`src/hw/rtl/bpv_pkg.sv`:
```
`timescale 1ns / 1ps
// bpv_pkg: payload types, status codes and the control-store program of the
// bond present value block. Depends on nothing; used by bond_present_value.

package bpv_pkg;

   // field widths of the payload
   localparam int FACE_W   = 32;
   localparam int RATE_W   = 14;
   localparam int YEARS_W  = 7;
   localparam int FREQ_W   = 4;
   localparam int PRICE_W  = 48;
   localparam int STATUS_W = 2;

   // derived fixed widths
   localparam int FC_W       = FACE_W + RATE_W;    // face * coupon rate
   localparam int DIV_W      = 18;                 // holds 10000*15 + 16383
   localparam int NRAW_W     = YEARS_W + FREQ_W;   // years * frequency
   localparam int LIMB_W     = 32;                 // multiplier operand width
   localparam int RATE_SCALE = 10000;              // hundredths of a percent

   // result status codes
   localparam logic [STATUS_W-1:0] STATUS_OK        = 2'd0;
   localparam logic [STATUS_W-1:0] STATUS_ZERO_FREQ = 2'd1;
   localparam logic [STATUS_W-1:0] STATUS_SATURATED = 2'd2;

   typedef struct packed {
      logic [FACE_W-1:0]  face_cents;
      logic [RATE_W-1:0]  coupon_hundredths_pct;
      logic [RATE_W-1:0]  discount_hundredths_pct;
      logic [YEARS_W-1:0] maturity_years;
      logic [FREQ_W-1:0]  payments_per_year;
   } req_type;

   typedef struct packed {
      logic [PRICE_W-1:0]  price_cents;
      logic [STATUS_W-1:0] status;
   } rsp_type;

   // multiplier operand a: weight limbs, sum limbs, face value
   typedef enum logic [2:0] {
      OPA_W0, OPA_W1, OPA_S0, OPA_S1, OPA_S2, OPA_FACE
   } opa_type;

   // multiplier operand b: factor limbs, face*coupon limbs, coupon, weight limbs
   typedef enum logic [2:0] {
      OPB_V0, OPB_V1, OPB_FC0, OPB_FC1, OPB_CR, OPB_W0, OPB_W1
   } opb_type;

   // datapath actions besides the multiply-accumulate
   typedef enum logic [3:0] {
      ACT_NONE, ACT_SETUP, ACT_DIV, ACT_VSET, ACT_WUPD,
      ACT_FCSET, ACT_DSET, ACT_HALF, ACT_FIN
   } act_type;

   // branch conditions
   typedef enum logic [1:0] {
      BR_NONE, BR_ZERO_FREQ, BR_CNT_MORE, BR_N_ZERO
   } br_type;

   // control store addresses
   typedef enum logic [4:0] {
      S_SETUP, S_DIV_V, S_VSET,
      S_W_LL, S_W_LH, S_W_HL, S_W_HH, S_W_DRAIN, S_W_UPD,
      S_FC_MUL, S_FC_DRAIN, S_FC_SET,
      S_P_00, S_P_01, S_P_10, S_P_11, S_P_20, S_P_21, S_P_DRAIN,
      S_DIV_A, S_B_LO, S_B_HI, S_B_DRAIN, S_HALF, S_FIN
   } step_type;

   typedef struct packed {
      logic       mul_en;
      opa_type    opa;
      opb_type    opb;
      logic [1:0] shift;     // product lands shifted by this many limbs
      logic       acc_clr;
      act_type    act;
      br_type     br;
      step_type   target;
   } uword_type;

   // control store: one word per step
   function automatic uword_type ucode(input step_type step);
      uword_type w;
      w = '{mul_en: 1'b0, opa: OPA_W0, opb: OPB_V0, shift: 2'd0, acc_clr: 1'b0,
            act: ACT_NONE, br: BR_NONE, target: S_SETUP};
      case (step)
         S_SETUP: begin
            w.act = ACT_SETUP; w.br = BR_ZERO_FREQ; w.target = S_FIN;
         end
         S_DIV_V: begin
            w.act = ACT_DIV; w.br = BR_CNT_MORE; w.target = S_DIV_V;
         end
         S_VSET: begin
            w.act = ACT_VSET; w.br = BR_N_ZERO; w.target = S_FC_MUL;
         end
         S_W_LL: begin
            w.mul_en = 1'b1; w.opa = OPA_W0; w.opb = OPB_V0; w.shift = 2'd0;
            w.acc_clr = 1'b1;
         end
         S_W_LH: begin
            w.mul_en = 1'b1; w.opa = OPA_W0; w.opb = OPB_V1; w.shift = 2'd1;
         end
         S_W_HL: begin
            w.mul_en = 1'b1; w.opa = OPA_W1; w.opb = OPB_V0; w.shift = 2'd1;
         end
         S_W_HH: begin
            w.mul_en = 1'b1; w.opa = OPA_W1; w.opb = OPB_V1; w.shift = 2'd2;
         end
         S_W_DRAIN: begin
            w.act = ACT_NONE;
         end
         S_W_UPD: begin
            w.act = ACT_WUPD; w.br = BR_CNT_MORE; w.target = S_W_LL;
         end
         S_FC_MUL: begin
            w.mul_en = 1'b1; w.opa = OPA_FACE; w.opb = OPB_CR; w.shift = 2'd0;
            w.acc_clr = 1'b1;
         end
         S_FC_DRAIN: begin
            w.act = ACT_NONE;
         end
         S_FC_SET: begin
            w.act = ACT_FCSET;
         end
         S_P_00: begin
            w.mul_en = 1'b1; w.opa = OPA_S0; w.opb = OPB_FC0; w.shift = 2'd0;
            w.acc_clr = 1'b1;
         end
         S_P_01: begin
            w.mul_en = 1'b1; w.opa = OPA_S0; w.opb = OPB_FC1; w.shift = 2'd1;
         end
         S_P_10: begin
            w.mul_en = 1'b1; w.opa = OPA_S1; w.opb = OPB_FC0; w.shift = 2'd1;
         end
         S_P_11: begin
            w.mul_en = 1'b1; w.opa = OPA_S1; w.opb = OPB_FC1; w.shift = 2'd2;
         end
         S_P_20: begin
            w.mul_en = 1'b1; w.opa = OPA_S2; w.opb = OPB_FC0; w.shift = 2'd2;
         end
         S_P_21: begin
            w.mul_en = 1'b1; w.opa = OPA_S2; w.opb = OPB_FC1; w.shift = 2'd3;
         end
         S_P_DRAIN: begin
            w.act = ACT_DSET;
         end
         S_DIV_A: begin
            w.act = ACT_DIV; w.br = BR_CNT_MORE; w.target = S_DIV_A;
         end
         S_B_LO: begin
            w.mul_en = 1'b1; w.opa = OPA_FACE; w.opb = OPB_W0; w.shift = 2'd0;
         end
         S_B_HI: begin
            w.mul_en = 1'b1; w.opa = OPA_FACE; w.opb = OPB_W1; w.shift = 2'd1;
         end
         S_B_DRAIN: begin
            w.act = ACT_NONE;
         end
         S_HALF: begin
            w.act = ACT_HALF;
         end
         S_FIN: begin
            w.act = ACT_FIN;
         end
         default: begin
            w.act = ACT_FIN;
         end
      endcase
      return w;
   endfunction

endpackage

```
`src/hw/rtl/bond_present_value.sv`:
```
`timescale 1ns / 1ps
// bond_present_value: microcoded fixed-point present value of a coupon bond.
// Depends on bpv_pkg for payload types, status codes and the control store.

// One bond is priced at a time. A 25-word control store sequences a single
// 32x32 multiplier with a registered product, a wide accumulator, and a
// one-bit-per-cycle restoring divider with an 18-bit divisor. The accumulator
// is ACC_W = max(FRAC_BITS+1+clog2(MAX_PERIODS+1)+46, 2*FRAC_BITS+2) + 1 bits
// wide (107 at the default parameters), and each of the two divisions steps
// over all ACC_W bits. The weight loop (four partial products, one drain, one
// update) runs n = min(years * payments, MAX_PERIODS) times and dominates for
// long bonds; the two divisions dominate for short ones. A zero payment
// frequency goes from setup straight to the finishing step with status 1.
// The next bond is taken as soon as the sequencer is free, while a finished
// price may still wait in the output register.

module bond_present_value #(
   parameter int MAX_PERIODS = 1200,
   parameter int FRAC_BITS   = 48
) (
   input  logic             clock,
   input  logic             reset,
   input  logic             req_valid,
   output logic             req_ready,
   input  bpv_pkg::req_type req_data,
   output logic             rsp_valid,
   input  logic             rsp_ready,
   output bpv_pkg::rsp_type rsp_data
);

   import bpv_pkg::*;

   localparam int WW      = FRAC_BITS + 1;
   localparam int SW      = WW + $clog2(MAX_PERIODS + 1);
   localparam int ACC_A   = SW + FC_W;
   localparam int ACC_W   = ((ACC_A > 2 * WW) ? ACC_A : 2 * WW) + 1;
   localparam int NRAW_MX = (1 << NRAW_W) - 1;
   localparam int CNT_M1  = (ACC_W > MAX_PERIODS) ? ACC_W : MAX_PERIODS;
   localparam int CNT_MAX = (CNT_M1 > NRAW_MX) ? CNT_M1 : NRAW_MX;
   localparam int CNT_W   = $clog2(CNT_MAX + 1);
   localparam int EXT_W   = ACC_W + 3 * LIMB_W;

   // control state
   logic                busy_ff, busy_in;
   step_type            pc_ff, pc_in;
   logic                rsp_valid_ff, rsp_valid_in;
   logic                prod_vld_ff, prod_vld_in;
   // datapath
   rsp_type             rsp_data_ff, rsp_data_in;
   req_type             item_ff, item_in;
   logic [1:0]          prod_sh_ff, prod_sh_in;
   logic [2*LIMB_W-1:0] prod_ff, prod_in;
   logic [ACC_W-1:0]    acc_ff, acc_in;
   logic [DIV_W-1:0]    rem_ff, rem_in;
   logic [DIV_W-1:0]    div_ff, div_in;
   logic [CNT_W-1:0]    cnt_ff, cnt_in;
   logic [CNT_W-1:0]    n_ff, n_in;
   logic [WW-1:0]       w_ff, w_in;
   logic [WW-1:0]       v_ff, v_in;
   logic [SW-1:0]       s_ff, s_in;
   logic [FC_W-1:0]     fc_ff, fc_in;
   logic [STATUS_W-1:0] status_ff, status_in;

   uword_type           uw;
   logic                accept;
   logic                fin_go;
   logic                taken;
   logic [DIV_W-1:0]    d_val;
   logic [DIV_W-1:0]    den_val;
   logic [NRAW_W-1:0]   n_raw;
   logic                n_over;
   logic [2*LIMB_W-1:0] w_pad, v_pad, fc_pad;
   logic [3*LIMB_W-1:0] s_pad;
   logic [LIMB_W-1:0]   mul_a, mul_b;
   logic [EXT_W-1:0]    prod_ext;
   logic [ACC_W-1:0]    landing;
   logic [DIV_W:0]      div_t;
   logic                div_ge;
   logic [DIV_W-1:0]    div_rem;
   logic [WW-1:0]       w_next;
   logic                over;

   assign uw        = ucode(pc_ff);
   assign req_ready = !busy_ff;
   assign accept    = req_valid && req_ready;
   assign rsp_valid = rsp_valid_ff;
   assign rsp_data  = rsp_data_ff;
   assign fin_go    = busy_ff && (uw.act == ACT_FIN) && (!rsp_valid_ff || rsp_ready);

   // per-bond constants
   assign d_val   = DIV_W'(item_ff.payments_per_year) * DIV_W'(RATE_SCALE);
   assign den_val = d_val + DIV_W'(item_ff.discount_hundredths_pct);
   assign n_raw   = NRAW_W'(item_ff.maturity_years) * NRAW_W'(item_ff.payments_per_year);
   assign n_over  = CNT_W'(n_raw) > CNT_W'(MAX_PERIODS);

   // multiplier operand limbs
   assign w_pad  = (2 * LIMB_W)'(w_ff);
   assign v_pad  = (2 * LIMB_W)'(v_ff);
   assign fc_pad = (2 * LIMB_W)'(fc_ff);
   assign s_pad  = (3 * LIMB_W)'(s_ff);

   always_comb begin
      case (uw.opa)
         OPA_W0:  mul_a = w_pad[LIMB_W-1:0];
         OPA_W1:  mul_a = w_pad[2*LIMB_W-1:LIMB_W];
         OPA_S0:  mul_a = s_pad[LIMB_W-1:0];
         OPA_S1:  mul_a = s_pad[2*LIMB_W-1:LIMB_W];
         OPA_S2:  mul_a = s_pad[3*LIMB_W-1:2*LIMB_W];
         default: mul_a = item_ff.face_cents;
      endcase
   end

   always_comb begin
      case (uw.opb)
         OPB_V0:  mul_b = v_pad[LIMB_W-1:0];
         OPB_V1:  mul_b = v_pad[2*LIMB_W-1:LIMB_W];
         OPB_FC0: mul_b = fc_pad[LIMB_W-1:0];
         OPB_FC1: mul_b = fc_pad[2*LIMB_W-1:LIMB_W];
         OPB_CR:  mul_b = LIMB_W'(item_ff.coupon_hundredths_pct);
         OPB_W0:  mul_b = w_pad[LIMB_W-1:0];
         default: mul_b = w_pad[2*LIMB_W-1:LIMB_W];
      endcase
   end

   // one 32x32 multiply per cycle, product registered
   assign prod_in = (2 * LIMB_W)'(mul_a) * (2 * LIMB_W)'(mul_b);

   // registered product lands in the accumulator in the following cycle
   assign prod_ext = EXT_W'(prod_ff) << (LIMB_W * prod_sh_ff);
   assign landing  = prod_vld_ff ? ACC_W'(prod_ext) : '0;

   // restoring divide step: accumulator msb into remainder, quotient into lsb
   assign div_t   = {rem_ff, acc_ff[ACC_W-1]};
   assign div_ge  = div_t >= {1'b0, div_ff};
   assign div_rem = div_ge ? DIV_W'(div_t - {1'b0, div_ff}) : DIV_W'(div_t);

   assign w_next = acc_ff[FRAC_BITS +: WW];
   assign over   = |(acc_ff >> (FRAC_BITS + PRICE_W));

   // branch condition
   always_comb begin
      case (uw.br)
         BR_ZERO_FREQ: taken = item_ff.payments_per_year == '0;
         BR_CNT_MORE:  taken = cnt_ff != CNT_W'(1);
         BR_N_ZERO:    taken = n_ff == '0;
         default:      taken = 1'b0;
      endcase
   end

   // next state of sequencer and datapath
   always_comb begin
      busy_in      = busy_ff;
      pc_in        = pc_ff;
      rsp_valid_in = rsp_valid_ff;
      rsp_data_in  = rsp_data_ff;
      item_in      = item_ff;
      prod_vld_in  = busy_ff && uw.mul_en;
      prod_sh_in   = uw.shift;
      acc_in       = ((busy_ff && uw.acc_clr) ? '0 : acc_ff) + landing;
      rem_in       = rem_ff;
      div_in       = div_ff;
      cnt_in       = cnt_ff;
      n_in         = n_ff;
      w_in         = w_ff;
      v_in         = v_ff;
      s_in         = s_ff;
      fc_in        = fc_ff;
      status_in    = status_ff;

      if (rsp_valid_ff && rsp_ready) begin
         rsp_valid_in = 1'b0;
      end

      if (accept) begin
         busy_in = 1'b1;
         pc_in   = S_SETUP;
         item_in = req_data;
      end else if (busy_ff) begin
         // datapath action of the current step
         case (uw.act)
            ACT_SETUP: begin
               if (item_ff.payments_per_year == '0) begin
                  status_in = STATUS_ZERO_FREQ;
               end else if (n_over) begin
                  status_in = STATUS_SATURATED;
               end else begin
                  status_in = STATUS_OK;
               end
               acc_in = ACC_W'(d_val) << FRAC_BITS;
               div_in = den_val;
               rem_in = '0;
               cnt_in = CNT_W'(ACC_W);
               n_in   = n_over ? CNT_W'(MAX_PERIODS) : CNT_W'(n_raw);
               w_in   = WW'(1) << FRAC_BITS;
               s_in   = '0;
            end
            ACT_DIV: begin
               acc_in = {acc_ff[ACC_W-2:0], div_ge};
               rem_in = div_rem;
               cnt_in = cnt_ff - CNT_W'(1);
            end
            ACT_VSET: begin
               v_in   = acc_ff[WW-1:0];
               cnt_in = n_ff;
            end
            ACT_WUPD: begin
               w_in   = w_next;
               s_in   = s_ff + SW'(w_next);
               cnt_in = cnt_ff - CNT_W'(1);
            end
            ACT_FCSET: begin
               fc_in = acc_ff[FC_W-1:0];
            end
            ACT_DSET: begin
               div_in = d_val;
               rem_in = '0;
               cnt_in = CNT_W'(ACC_W);
            end
            ACT_HALF: begin
               acc_in = acc_ff + (ACC_W'(1) << (FRAC_BITS - 1));
            end
            ACT_FIN: begin
               if (fin_go) begin
                  rsp_valid_in = 1'b1;
                  if (status_ff == STATUS_ZERO_FREQ) begin
                     rsp_data_in.price_cents = '0;
                     rsp_data_in.status      = STATUS_ZERO_FREQ;
                  end else if (over) begin
                     rsp_data_in.price_cents = '1;
                     rsp_data_in.status      = STATUS_SATURATED;
                  end else begin
                     rsp_data_in.price_cents = acc_ff[FRAC_BITS +: PRICE_W];
                     rsp_data_in.status      = status_ff;
                  end
               end
            end
            default: begin
               acc_in = acc_in;
            end
         endcase

         // step sequencing
         if (uw.act == ACT_FIN) begin
            if (fin_go) begin
               busy_in = 1'b0;
               pc_in   = S_SETUP;
            end
         end else if (taken) begin
            pc_in = uw.target;
         end else begin
            pc_in = step_type'(pc_ff + 5'd1);
         end
      end
   end

   // registers
   always_ff @(posedge clock) begin
      if (reset) begin
         busy_ff      <= 1'b0;
         pc_ff        <= S_SETUP;
         rsp_valid_ff <= 1'b0;
         prod_vld_ff  <= 1'b0;
      end else begin
         busy_ff      <= busy_in;
         pc_ff        <= pc_in;
         rsp_valid_ff <= rsp_valid_in;
         prod_vld_ff  <= prod_vld_in;
      end
      rsp_data_ff <= rsp_data_in;
      item_ff     <= item_in;
      prod_ff     <= prod_in;
      prod_sh_ff  <= prod_sh_in;
      acc_ff      <= acc_in;
      rem_ff      <= rem_in;
      div_ff      <= div_in;
      cnt_ff      <= cnt_in;
      n_ff        <= n_in;
      w_ff        <= w_in;
      v_ff        <= v_in;
      s_ff        <= s_in;
      fc_ff       <= fc_in;
      status_ff   <= status_in;
   end

   // finishing step always leaves a result and frees the sequencer
   a_fin_delivers: assert property (@(posedge clock) disable iff (reset)
      fin_go |=> (rsp_valid_ff && !busy_ff))
      else $error("finished item did not reach the output register");

   // a step that clears the accumulator must not drop a landing product
   a_clear_no_landing: assert property (@(posedge clock) disable iff (reset)
      (busy_ff && uw.acc_clr) |-> !prod_vld_ff)
      else $error("product lost on accumulator clear");

   // divider never runs with a zero divisor
   a_div_nonzero: assert property (@(posedge clock) disable iff (reset)
      (busy_ff && uw.act == ACT_DIV) |-> (div_ff != '0))
      else $error("division by zero in sequencer");

   // discount weights never grow above one
   a_weight_bound: assert property (@(posedge clock) disable iff (reset)
      (busy_ff && uw.act == ACT_WUPD) |-> (w_next <= (WW'(1) << FRAC_BITS)))
      else $error("discount weight above one");

   // zero frequency always reports a zero price
   a_zero_freq_price: assert property (@(posedge clock) disable iff (reset)
      (rsp_valid_ff && rsp_data_ff.status == STATUS_ZERO_FREQ)
         |-> (rsp_data_ff.price_cents == '0))
      else $error("zero frequency result with nonzero price");

endmodule

```
`config.mk`:
```
export PLATFORM = sky130hd
export DESIGN_NAME = bond_present_value
export DESIGN_NICKNAME = d
export VERILOG_FILES = /design/src/hw/rtl/bpv_pkg.sv /design/src/hw/rtl/bond_present_value.sv
export SDC_FILE = /design/constraint.sdc
export NUM_CORES = 2
export LEC_CHECK = 0
export BUFFER_PORTS_ARGS = -buffer_cell sky130_fd_sc_hd__clkbuf_2
export CORE_MARGIN = 2
export CORE_UTILIZATION = 55
export DETAILED_ROUTE_END_ITERATION = 6
export HOLD_SLACK_MARGIN = 0.05
export PLACE_DENSITY_LB_ADDON = 0.2
export SYNTH_ARGS = -nofsm -noshare
export SYNTH_HDL_FRONTEND = slang
export SYNTH_SLANG_ARGS = --single-unit
export TNS_END_PERCENT = 50
```
`constraint.sdc`:
```
create_clock -name clock -period 17.2 [get_ports clock]
set_input_delay 0.86 -clock clock [delete_from_list [all_inputs] [get_ports clock]]
set_output_delay 0.86 -clock clock [all_outputs]
set_load 0.005 [all_outputs]
```
Word-level counts from Yosys, hierarchy flattened
Cells that the tools add are included.
{"block": "totals", "reg_bits": 566, "latch_bits": 0, "mem_bits_rw": 0, "rom_bits": 0, "input_bits": 75, "output_inout_bits": 52, "mem_count": 0}
{"block": "op_classes", "n_addsub": 7, "mul": 3, "div_mod_pow": 0, "n_lt_le_gt_ge": 2, "eq_ne": 46, "shift": 1, "muxes": 32, "bitwise_logic": 1, "n_reduce_logical": 34}
{"operator": "$mux 107", "count": 4}
{"operator": "$pmux 107 s3", "count": 1}
{"operator": "$pmux 32 s6", "count": 1}
{"operator": "$pmux 32 s5", "count": 1}
{"operator": "$pmux 60 s2", "count": 1}
{"operator": "$pmux 9 s13", "count": 1}
{"operator": "$add 107x107->107", "count": 1}
{"operator": "$add 107x48->107 const B", "count": 1}
{"operator": "$shl 64x7->107", "count": 1}
{"operator": "$pmux 49 s2", "count": 1}
{"operator": "$pmux 18 s2", "count": 2}
{"operator": "$mul 32x32->64", "count": 1}
{"operator": "$add 60x49->60", "count": 1}
{"operator": "$mux 50", "count": 1}
{"operator": "$eq 5x4->1 const B", "count": 8}
{"operator": "$eq 5x5->1 const B", "count": 8}
{"operator": "$pmux 7 s5", "count": 1}
{"operator": "$pmux 11 s3", "count": 1}
{"operator": "$pmux 4 s8", "count": 1}
{"operator": "$reduce_and 3->1", "count": 7}
{"operator": "$eq 5x3->1 const B", "count": 4}
{"operator": "$ge 19x18->1", "count": 1}
{"operator": "$add 18x14->18", "count": 1}
{"operator": "$mux 18", "count": 1}
{"operator": "other kinds (39)", "count": 75}

Logic depth before layout (Yosys ltp)
{"block": "depth", "word_depth": 10, "ltp_mapped": 43}

Worst setup path after synthesis
Ideal clock, no wire load.
{"block": "synth_timing", "path_kind": "register -> register", "from": "reg pc_ff[2]", "to": "reg prod_ff[62]", "setup_time_ns": 0.072, "arrival_ns": 9.600, "path_slack_ns": 7.528, "stages_incl_launch_ff": 38, "path_buffers": 6, "path_cell_list": "dfxtp_1 > buf_2 > buf_1 > clkbuf_1 > and3_1 > ha_1 > a31oi_1 > nor3_2 > buf_2 > buf_2 > nand2_1 > nand2_1 > o22a_1 > buf_2 > nand2_1 > fa_1 > inv_1 > fa_1 > [... 2 more ...] > fa_1 > inv_1 > fa_1 > fa_1 > fa_1 > fa_1 > ha_1 > a21o_1 > a21o_1 > a21o_1 > a31o_1 > a2111oi_4 > a21oi_2 > a31o_2 > a221oi_4 > nor4_1 > a2111oi_2 > xnor2_1"}
{"block": "synth_between", "elab_chain_len": 5, "elab_cells_between_ends": 28, "cone_classes": "mul: 1; eq/ne: 22; mux: 3; reduce/logical: 2"}
{"item": "start, declared", "line_no": "bond_present_value.sv:45", "rtl": "step_type pc_ff, pc_in;"}
{"item": "start signal, assigned", "line_no": "bond_present_value.sv:265", "rtl": "pc_ff <= pc_in;"}
{"item": "$eq 5x5->1, or another cell as far along", "line_no": "bpv_pkg.sv:86", "rtl": "case (step)"}
{"item": "$pmux 9 s13 (*)", "line_no": "bpv_pkg.sv:86"}
{"item": "$eq 3x3->1, or another cell as far along", "line_no": "bond_present_value.sv:114", "rtl": "case (uw.opb)"}
{"item": "$pmux 32 s6 or $pmux 32 s5 (tied branches)", "line_no": "bond_present_value.sv:114, bond_present_value.sv:103"}
{"item": "$mul 32x32->64 (*)", "line_no": "bond_present_value.sv:126", "rtl": "assign prod_in = (2 * LIMB_W)'(mul_a) * (2 * LIMB_W)'(mul_b);"}
{"item": "net prod_in[62]", "line_no": "bond_present_value.sv:52", "rtl": "logic [2*LIMB_W-1:0] prod_ff, prod_in;"}
{"item": "end signal, assigned", "line_no": "bond_present_value.sv:271", "rtl": "prod_ff <= prod_in;"}
{"item": "end, declared", "line_no": "bond_present_value.sv:52"}
Mark *: on every way through the listed nets, which the timed path passes. The rest lies on a longest branch.
A chain may end at the register's enable or synchronous reset.

Worst setup path in the final report
{"block": "layout_timing", "from": "reg pc_ff[4]", "to": "reg prod_ff[60]"}
The elaborated chain is that of the path after synthesis.

==> metrics <==
HP Class in2reg; CP required 17760 ps; 1st-iter DRT viols 6808; post-DR wirelength/cell 27.0 µm; Setup Fix Bufs, Post-CTS 0; Max Buffers Root-to-Sink 3; CTS Hold Bufs 0; TNS Setup 0 ps; Crit path largest cell delay 830 ps; clk_lat worst skew 700 ps; Final nets 9118; syn_nets 9225; commonest non-fill, non-tap cell in the layout inv_1; critical path data arrival time 12850 ps; Worst R2R Path Depth 31; die width 360 µm; crit path time final 12290 ps; worst r2r src pc_ff[4]$_SDFFE_PP0P_; DR pass1 iterations 7; Period Utilization, post-route 0.714; Yosys top cell by area fa_1; RR Endpoint prod_ff[60]$_DFF_P_; post-synthesis average cell area 8.97 µm²; port bufs 126; htree depth 2; TritonCTS clock tree yes; Worst Hold End item_ff[33]$_DFFE_PP_; hold depth 1; most used cell, CP fa_1; clock slew at reported path FFs 90 ps; most frequent cells in the layout 1030 x inv_1, 925 x nor2_1, 913 x fa_1, 888 x nand2_1, 485 x ha_1; top-area cell type share of the netlist area 0.263; pin count of the biggest net entering global routing 72; core area 0.126 mm²; Vias 58300; Final ANT Viol Nets 0; critical path class reg2reg; Post-synth top flop edfxtp_1; number of fill cells 11200; drt total wl 253000 µm; Pins Over Slew Limit 0; first-pass GRT wire length 376000 µm; dpl hpwl 204000 µm; Residual DRC 1; #FFs+latches synth 566; Final Worst Setup Slack 4910 ps; initial antenna violation count 29; hold path startpoint req_data[33]; total grt overflow 0; number of flops mapped to enable cells by yosys 432; DIE HEIGHT 360 µm; reg2reg setup slack 4910 ps; Starting Density 0.554; die area 0.129 mm²; Worst Setup Start Kind register; setup violators final 0; critical path fanouts, max 21; post-CTS sizing 0; num ports 127; dpl ws 5210 ps; Inserted Clock Buffers 59; slowest stage cell, crit path dfxtp_1; GR Util All Layers 0.392; cell area after synthesis 0.0695 mm²; asr flop ratio synth 0; Cell Rows 130; YS warnings 0; Slew headroom 0.102; Worst setup EP type register; synth top area cells fa_1 26%, edfxtp_1 19%, ha_1 8.7%; Max Cap Viol 0; status finished, violations left; post-synthesis cell count 7752; area delta synth->final 6.31%; failing checks DRC; vias in the first global route 57200; endpoints failing hold 0; clock root buffer master clkbuf_16; routability congestion estimate 1.03; CTS sink count 566; share of cells above drive strength 1 0.0644; RSZ-0062 raised after global routing no; Yosys cell types 97; Tightest Pin Transition 1340 ps; Layout Skew 43.9 ps; sequential fraction of the synthesis area 0.225; FMAX 81.4 MHz; vias per cell 6.23
metrics by stage:
step	instances	cell area [µm²]	hold WS (ps)	utilization
final	9363	73900	332	0.589
after detailed placement	9234	71800	481	0.571
after global placement	9234	71800	487	0.571
after global routing	9346	73900	332	0.588
after floorplan	7752	69500	442	-
after CTS	9346	73900	315	0.588
critical path, delay by kind of cell (launching register included):
kind            cells  cell delay (ps)
buf+inv             4              560
compound gates      9             3470
flops               1              830
xor+xnor            1              140
fa+ha+maj          10             4810
simple gates        7             2330
cell families (layout without fill, tap and decap cells):
family                   Yosys count  after routing  share of synthesized area
AO/OA/AOI/OAI                   1393           1393                      0.132
XOR/XNOR                         306            306                     0.0385
adder cells (fa/ha/maj)         1398           1398                      0.350
buffers and inverters           1471           1415                     0.0819
flip-flops                       566            566                      0.225
multiplexers                      67             67                    0.00964
other                              0             17                          0
AND/OR/NAND/NOR                 2551           2551                      0.163
cell type report:
cell class	instances	area, µm²	area share
sequential	566	15700	0.212
multi-input combinational	5715	48400	0.655
inverter	1031	3870	0.0524
antenna	17	42.5	0.000575
timing repair buffer	272	1730	0.0234
tap	1650	2060	0.0279
clock inverter	30	467	0.00631
clock buffer	82	1650	0.0224
worst max path at each step:
stage	start	endpoint
6_report	pc_ff[4]$_SDFFE_PP0P_	prod_ff[60]$_DFF_P_
5_1_grt	pc_ff[4]$_SDFFE_PP0P_	prod_ff[61]$_DFF_P_
4_1_cts	pc_ff[4]$_SDFFE_PP0P_	prod_ff[60]$_DFF_P_
3_5_place_dp	pc_ff[4]$_SDFFE_PP0P_	prod_ff[60]$_DFF_P_
3_3_place_gp	pc_ff[4]$_SDFFE_PP0P_	prod_ff[60]$_DFF_P_
2_1_floorplan	pc_ff[2]$_SDFFE_PP0P_	prod_ff[62]$_DFF_P_
sequential cells by signal (all words and copies together) (netlist names), 18 cells and up:
signal and cells:
s_ff 60, w_ff 49, v_ff 49, div_ff 18, rem_ff 18, acc_ff 107, item_ff 71, fc_ff 46
prod_ff 64, rsp_data 50
layer usage:
metal  vias to the layer above  GRT usage  part of all wire
li1                      25200          -                 -
met1                     29100      0.543              0.40
met2                      3456      0.571              0.42
met3                       530      0.125              0.13
met4                         8      0.154             0.047
met5                         -    0.00111           0.00021
synth_stat cells, types with 18 or more instances:
library cell,instances
xor2_1,110
nand2_1,891
a21oi_1,414
and2_1,224
nor4_1,25
a22oi_1,37
dfxtp_1,134
nor2b_1,33
clkbuf_1,285
nand3_1,95
fa_1,913
or3_1,31
o21bai_1,50
o211ai_1,18
buf_1,29
a221oi_1,53
o21ai_0,228
xnor2_1,196
buf_2,118
o22ai_1,19
ha_1,485
nand4_1,80
a31oi_1,45
nand2b_1,39
or2_2,40
mux2i_1,67
nor3_1,69
a22o_1,63
a21o_1,161
a211oi_1,29
and3_1,45
o21ai_1,28
nor2_1,929
edfxtp_1,432
inv_1,1030
o21a_1,85
Power is left out: the tool's default activity adds up to more than one toggle a clock period on the data nets, which glitch-free logic cannot reach.
